[config.mk]
export PLATFORM = sky130hd
export DESIGN_NAME = irtl_ctrl
export DESIGN_NICKNAME = d
export VERILOG_FILES = /design/src/hdl/irtl_pkg.sv /design/src/hdl/irtl_ctrl.sv
export SDC_FILE = /design/constraint.sdc
export NUM_CORES = 1
export LEC_CHECK = 0
export BUFFER_PORTS_ARGS = -buffer_cell sky130_fd_sc_hd__buf_4
export CAP_MARGIN = 15
export CORE_AREA = 2 2 39 41
export DETAILED_ROUTE_END_ITERATION = 6
export DIE_AREA = 0 0 41 43
export GPL_ROUTABILITY_DRIVEN = 0
export PLACE_DENSITY_LB_ADDON = 0.08
export SYNTH_ARGS = -nofsm -noshare
export SYNTH_HDL_FRONTEND = slang
export SYNTH_SLANG_ARGS = --single-unit
[constraint.sdc]
create_clock -name clk -period 1.1 [get_ports clk]
set_input_delay 0.055 -clock clk [delete_from_list [all_inputs] [get_ports clk]]
set_output_delay 0.055 -clock clk [all_outputs]
set_load 0.02 [all_outputs]
[src/hdl/irtl_pkg.sv]
// Shared types and constants of the IPv4 range table lookup block.
// Used by the controller, the datapath and the top level; depends on nothing.
`timescale 1ns / 1ps

package irtl_pkg;

	// Range table geometry.
	localparam int RANGE_DEPTH = 65536;
	localparam int RANGE_AW    = (RANGE_DEPTH > 1) ? $clog2(RANGE_DEPTH) : 1;

	// Field widths fixed by the item format.
	localparam int ADDR_W = 32;
	localparam int SLOT_W = 16;
	localparam int OFS_W  = 24;
	localparam int LEN_W  = 8;
	localparam int OCT_W  = 8;
	localparam int MODE_W = 2;

	// Item modes.
	localparam logic [MODE_W-1:0] MODE_WR_RANGE  = 2'd0;
	localparam logic [MODE_W-1:0] MODE_WR_PREFIX = 2'd1;
	localparam logic [MODE_W-1:0] MODE_QUERY     = 2'd2;

	typedef struct packed {
		logic [ADDR_W-1:0] start_addr;
		logic [ADDR_W-1:0] end_addr;
		logic [OFS_W-1:0]  offset;
		logic [LEN_W-1:0]  length;
	} range_rec_t;

	typedef struct packed {
		logic [SLOT_W-1:0] first;
		logic [SLOT_W-1:0] last;
	} slice_rec_t;

	typedef enum logic [2:0] {
		ST_IDLE,
		ST_PFX,
		ST_SEARCH,
		ST_CHECK,
		ST_MISS
	} state_t;

	typedef enum logic [2:0] {
		OP_NONE,
		OP_START,
		OP_SLICE,
		OP_STEP,
		OP_CHECK,
		OP_MISS
	} dp_op_t;

	typedef struct packed {
		logic   take;
		dp_op_t op;
	} cmd_t;

	typedef struct packed {
		logic pfx_valid;
		logic pfx_search;
		logic step_more;
		logic out_free;
	} status_t;

endpackage

[src/hdl/irtl_ctrl.sv]
// Controller of the range table lookup: sequences prefix read, search and check or miss.
// Depends on irtl_pkg; drives the datapath only through cmd_t and reads status_t.
`timescale 1ns / 1ps

module irtl_ctrl (
	input  logic                       clk,
	input  logic                       arst_n,
	input  logic                       in_valid,
	input  logic [irtl_pkg::MODE_W-1:0] mode,
	output logic                       in_stall,
	input  irtl_pkg::status_t          sts,
	output irtl_pkg::cmd_t             cmd
);
	import irtl_pkg::*;

	state_t state_q;
	state_t state_d;

	always_ff @(posedge clk or negedge arst_n) begin
		if (!arst_n) begin
			state_q <= ST_IDLE;
		end else begin
			state_q <= state_d;
		end
	end

	always_comb begin
		state_d = state_q;
		unique case (state_q)
			ST_IDLE: begin
				if (in_valid && (mode == MODE_QUERY)) begin
					state_d = ST_PFX;
				end
			end
			ST_PFX: begin
				if (!sts.pfx_valid) begin
					state_d = ST_MISS;
				end else if (sts.pfx_search) begin
					state_d = ST_SEARCH;
				end else begin
					state_d = ST_CHECK;
				end
			end
			ST_SEARCH: begin
				if (!sts.step_more) begin
					state_d = ST_CHECK;
				end
			end
			ST_CHECK, ST_MISS: begin
				if (sts.out_free) begin
					state_d = ST_IDLE;
				end
			end
			default: state_d = ST_IDLE;
		endcase
	end

	always_comb begin
		cmd.take = 1'b0;
		cmd.op   = OP_NONE;
		in_stall = (state_q != ST_IDLE);
		unique case (state_q)
			ST_IDLE: begin
				cmd.take = in_valid;
				if (in_valid && (mode == MODE_QUERY)) begin
					cmd.op = OP_START;
				end
			end
			ST_PFX:    cmd.op = OP_SLICE;
			ST_SEARCH: cmd.op = OP_STEP;
			ST_CHECK: begin
				if (sts.out_free) begin
					cmd.op = OP_CHECK;
				end
			end
			ST_MISS: begin
				if (sts.out_free) begin
					cmd.op = OP_MISS;
				end
			end
			default: cmd.op = OP_NONE;
		endcase
	end

endmodule

=== Yosys cells after proc, flatten, opt, wreduce, memory -nomap -nowiden ===
Cells that the tools add are included.

* Equal/unequal tests: 8
* Multiplexer cells: 11
* Reduce and logical (&&, ||, !) cells: 5

{| class="wikitable"
|+ Operator list
! kind !! count
|-
| $mux W3 || 6
|-
| $pmux W3 S5 || 1
|-
| $pmux W3 S4 || 1
|-
| $eq A3 B2 Y1 const B || 2
|-
| $ne A2 B2 Y1 const B || 3
|-
| $eq A3 B1 Y1 const B || 1
|-
| $eq A3 B3 Y1 const B || 1
|-
| $logic_not A3 Y1 || 1
|-
| $mux W1 || 3
|-
| $reduce_and A3 Y1 || 1
|-
| $reduce_bool A3 Y1 || 1
|-
| $eq A2 B2 Y1 const B || 1
|-
| $reduce_or A2 Y1 || 1
|-
| $logic_and A1 B1 Y1 || 1
|}

* Bits in registers: 3
* Input bits: 9
* Output and inout bits: 5
* Word-level logic and storage cells: 25

=== Logic depth before layout (Yosys ltp) ===
* Word-level depth: 4
* Mapped depth: 4
* Depth with buffers taken out: 3

=== Worst setup path after synthesis ===
OpenSTA, ideal clock, no wires.

* Path kind: register to output
* From: register state_q[1]
* To: output cmd[3] (netlist bit)
* Arrival time: 1.133 ns
* Required time: 1.045 ns
* Setup slack: -0.088 ns
* Cell stages (with the launch flop): 4
* Buffers on the path: 1
* Cell sequence: dfrtp_1 buf_4 or3_4 nor2_2

{| class="wikitable"
|+ RTL lines
! what !! RTL line !! text
|-
| start: declaration || irtl_ctrl.sv:16 || <nowiki>state_t state_q;</nowiki>
|-
| start signal: assignment || irtl_ctrl.sv:23 || <nowiki>state_q <= state_d;</nowiki>
|-
| end: declaration || irtl_ctrl.sv:12 || <nowiki>output irtl_pkg::cmd_t cmd</nowiki>
|}

==> results_dict.tcl <==
set metrics [dict create \
    max-slew-margin-rel_pct 85.95 \
    port_buffers 13 \
    htreeDepth 1 \
    rsz0062_at_grt "true" \
    start_util_pct 18.81 \
    viasPerCell 4.169 \
    finalCritPeriodShare_pct 119.1 \
    die_area_um2 1763 \
    die_w_um 41 \
    violations "setup timing" \
    rows 14 \
    fin_crit_ns 1.310 \
    yosysTopAreaCell "dfrtp_1" \
    syn_area_um2 260.3 \
    seq_area_frac_synth_pct 28.85 \
    cts_sinks 3 \
    cts_tree "done" \
    largest_register "state_q" \
    grtUsageTotal_pct 8.853 \
    grt_pass1_vias 262 \
    finalHoldViolCount 0 \
    irDropWorstVdd_v 0.0008979 \
    cp-end-kind "primary output" \
    report.final.slew_viol_count 0 \
    fin_cells 71 \
    syn_inst 33 \
    run_status "complete, but fails checks" \
    ios 14 \
    ys_top_cells_by_area "dfrtp_1 29%, a21oi_1 7.7%, nand2b_1 7.2%, nor2_1 7.2%, nor3b_2 4.8%" \
    root_buffer "clkbuf_4" \
    drc 0 \
    tightest_slew_ns 0.2107 \
    die_h_um 43 \
    max_cap_violations 0 \
    p_leak_nw 0.2247 \
    cts_max_path_buffers 2 \
    fin_util_pct 34.45 \
    drtIter0Drc 7 \
    ys_ff_latch 3 \
    path_max_fanout 4 \
    hold_class "in -> reg" \
    num_vias 296 \
    num_antenna_cells 0 \
    grt_max_degree 10 \
    syn_area_per_cell_um2 7.886 \
    critPathArrivalTime_ns 1.26 \
    rrSetupSlack_ns -0.02 \
    cts.clk_slew.worst_paths_ns 0.04 \
    cts_made_buffers 3 \
    ant_nets 0 \
    antenna_found_initial 0 \
    clock_latency_ns 0.23 \
    routed_wl_um 674 \
    core-area_um2 1384 \
    syn-num-nets 42 \
    synth_top_cell_area_share_pct 28.85 \
    largest_registers "state_q (3)" \
    layout-drive-gt1-share_pct 52.73 \
    first_pass_iters 4 \
    fin_ws_ns -0.2103 \
    wl_per_cell_um 9.493 \
    largest_reg_flops 3 \
    synthToLayoutAreaGrowth_pct 83.17 \
    ys.warnings.count 0 \
    dpl.hpwl_um 504.4 \
    worstPathRequired_ns 1.04 \
    grt_overflow_total 0 \
    setup_violations 6 \
    fin_nets 65 \
    grt_pass1_wl_um 1014 \
    dpl.cell_count 64 \
    critical_path_class "reg -> out" \
    fin_skew_ns 0.002783 \
    critPathLaunchType "flop" \
    pwr_density_cell_nw_per_um2 2705 \
    ys_types 18 \
    fmax_mhz 763.2 \
]
layout make-up:
type                       instances  area, um2
clock buffer                       4      26.28
tap                               16      20.02
inverter                           3      11.26
timing repair buffer              20      163.9
fill                             155      907.1
sequential                         3      76.32
multi-input combinational         25      178.9
critical path, stage by stage (launching register included):
cell and delay, ns:
dfrtp_1 0.40, nand2b_4 0.15, or2_1 0.21, a21oi_2 0.13
buf_6 0.13
Yosys cell counts, drive strengths merged:
cell,number
nand2,2
nor3b,1
a32oi,1
or2,1
buf,2
nand2b,3
inv,3
or3,1
dfrtp,3
xnor2,1
nor2,6
and3b,1
and2,1
a21oi,4
o22ai,2
o22a,1
timing repair:
action                                  4_1_cts  5_1_grt
pin swaps                                     1        1
resized for setup                             4        3
gates cloned                                  0        0
setup buffers                                 2        0
endpoints found under the setup margin        6        7
hold buffers                                  1        0
endpoints found under the hold margin         3        0
power breakdown:
group	internal, mW	switching (mW)
logic	0.470	0.418
registers	0.157	0.0472
clock network	0.136	0.0610
through the flow:
| stage | hold WS [ns] | TNS (ns) | instance area [um2] | setup WS [ns] | total power, mW |
|---|---|---|---|---|---|
| 3_3_place_gp | -0.1543 | -0.04779 | 397.9 | -0.02976 | 0.9802 |
| 3_5_place_dp | -0.1537 | -0.01027 | 397.9 | -0.01027 | 0.9760 |
| 2_1_floorplan | -0.2406 | -0.03601 | 269.0 | -0.03601 | 0.7157 |
| 5_1_grt | 0.1342 | -1.318 | 476.7 | -0.2849 | 1.398 |
| 6_report | 0.1178 | -0.8852 | 476.7 | -0.2103 | 1.290 |
| 4_1_cts | 0.1055 | -0.9553 | 465.4 | -0.2385 | 1.275 |
placed cells by master, fill, tap and decap left out, types with 2 or more instances in the layout:
cell      netlist  layout
a21oi_1         4       3
buf_4           1      16
buf_6           1       3
clkbuf_4        0       3
dfrtp_1         3       2
inv_1           3       3
nand2_1         2       2
nand2b_1        3       2
nor2_1          5       5
o22ai_1         2       2
final timing paths:
path	start	to	cells past startpoint
min in group asynchronous	arst_n	state_q[2]$_DFFE_PN0P_	2
min	sts[3]	state_q[2]$_DFFE_PN0P_	3
max reg2reg	state_q[2]$_DFFE_PN0P_	state_q[2]$_DFFE_PN0P_	4
max	state_q[1]$_DFFE_PN0P_	cmd[0]	4
max in group asynchronous	arst_n	state_q[2]$_DFFE_PN0P_	2
min reg2reg	state_q[1]$_DFFE_PN0P_	state_q[2]$_DFFE_PN0P_	2
cells by family (layout without fill, tap and decap cells):
family | Yosys count | after routing | share of synthesized area (%)
AOI/OAI and AO/OA | 8 | 8 | 19.23
xor gates and xnor gates | 1 | 1 | 3.366
buffers and inverters | 5 | 27 | 11.54
DFF | 3 | 3 | 28.85
and+or+nand+nor | 16 | 16 | 37.03
layer usage:
layer	part of all wire, %	vias up	global-route usage, %
met5	0	-	0
met3	11	0	6.283
li1	-	153	-
met2	50	12	13.13
met1	39	131	10.03
met4	0	0	2.000
No activity file was read; power rests on OpenSTA's default activity.
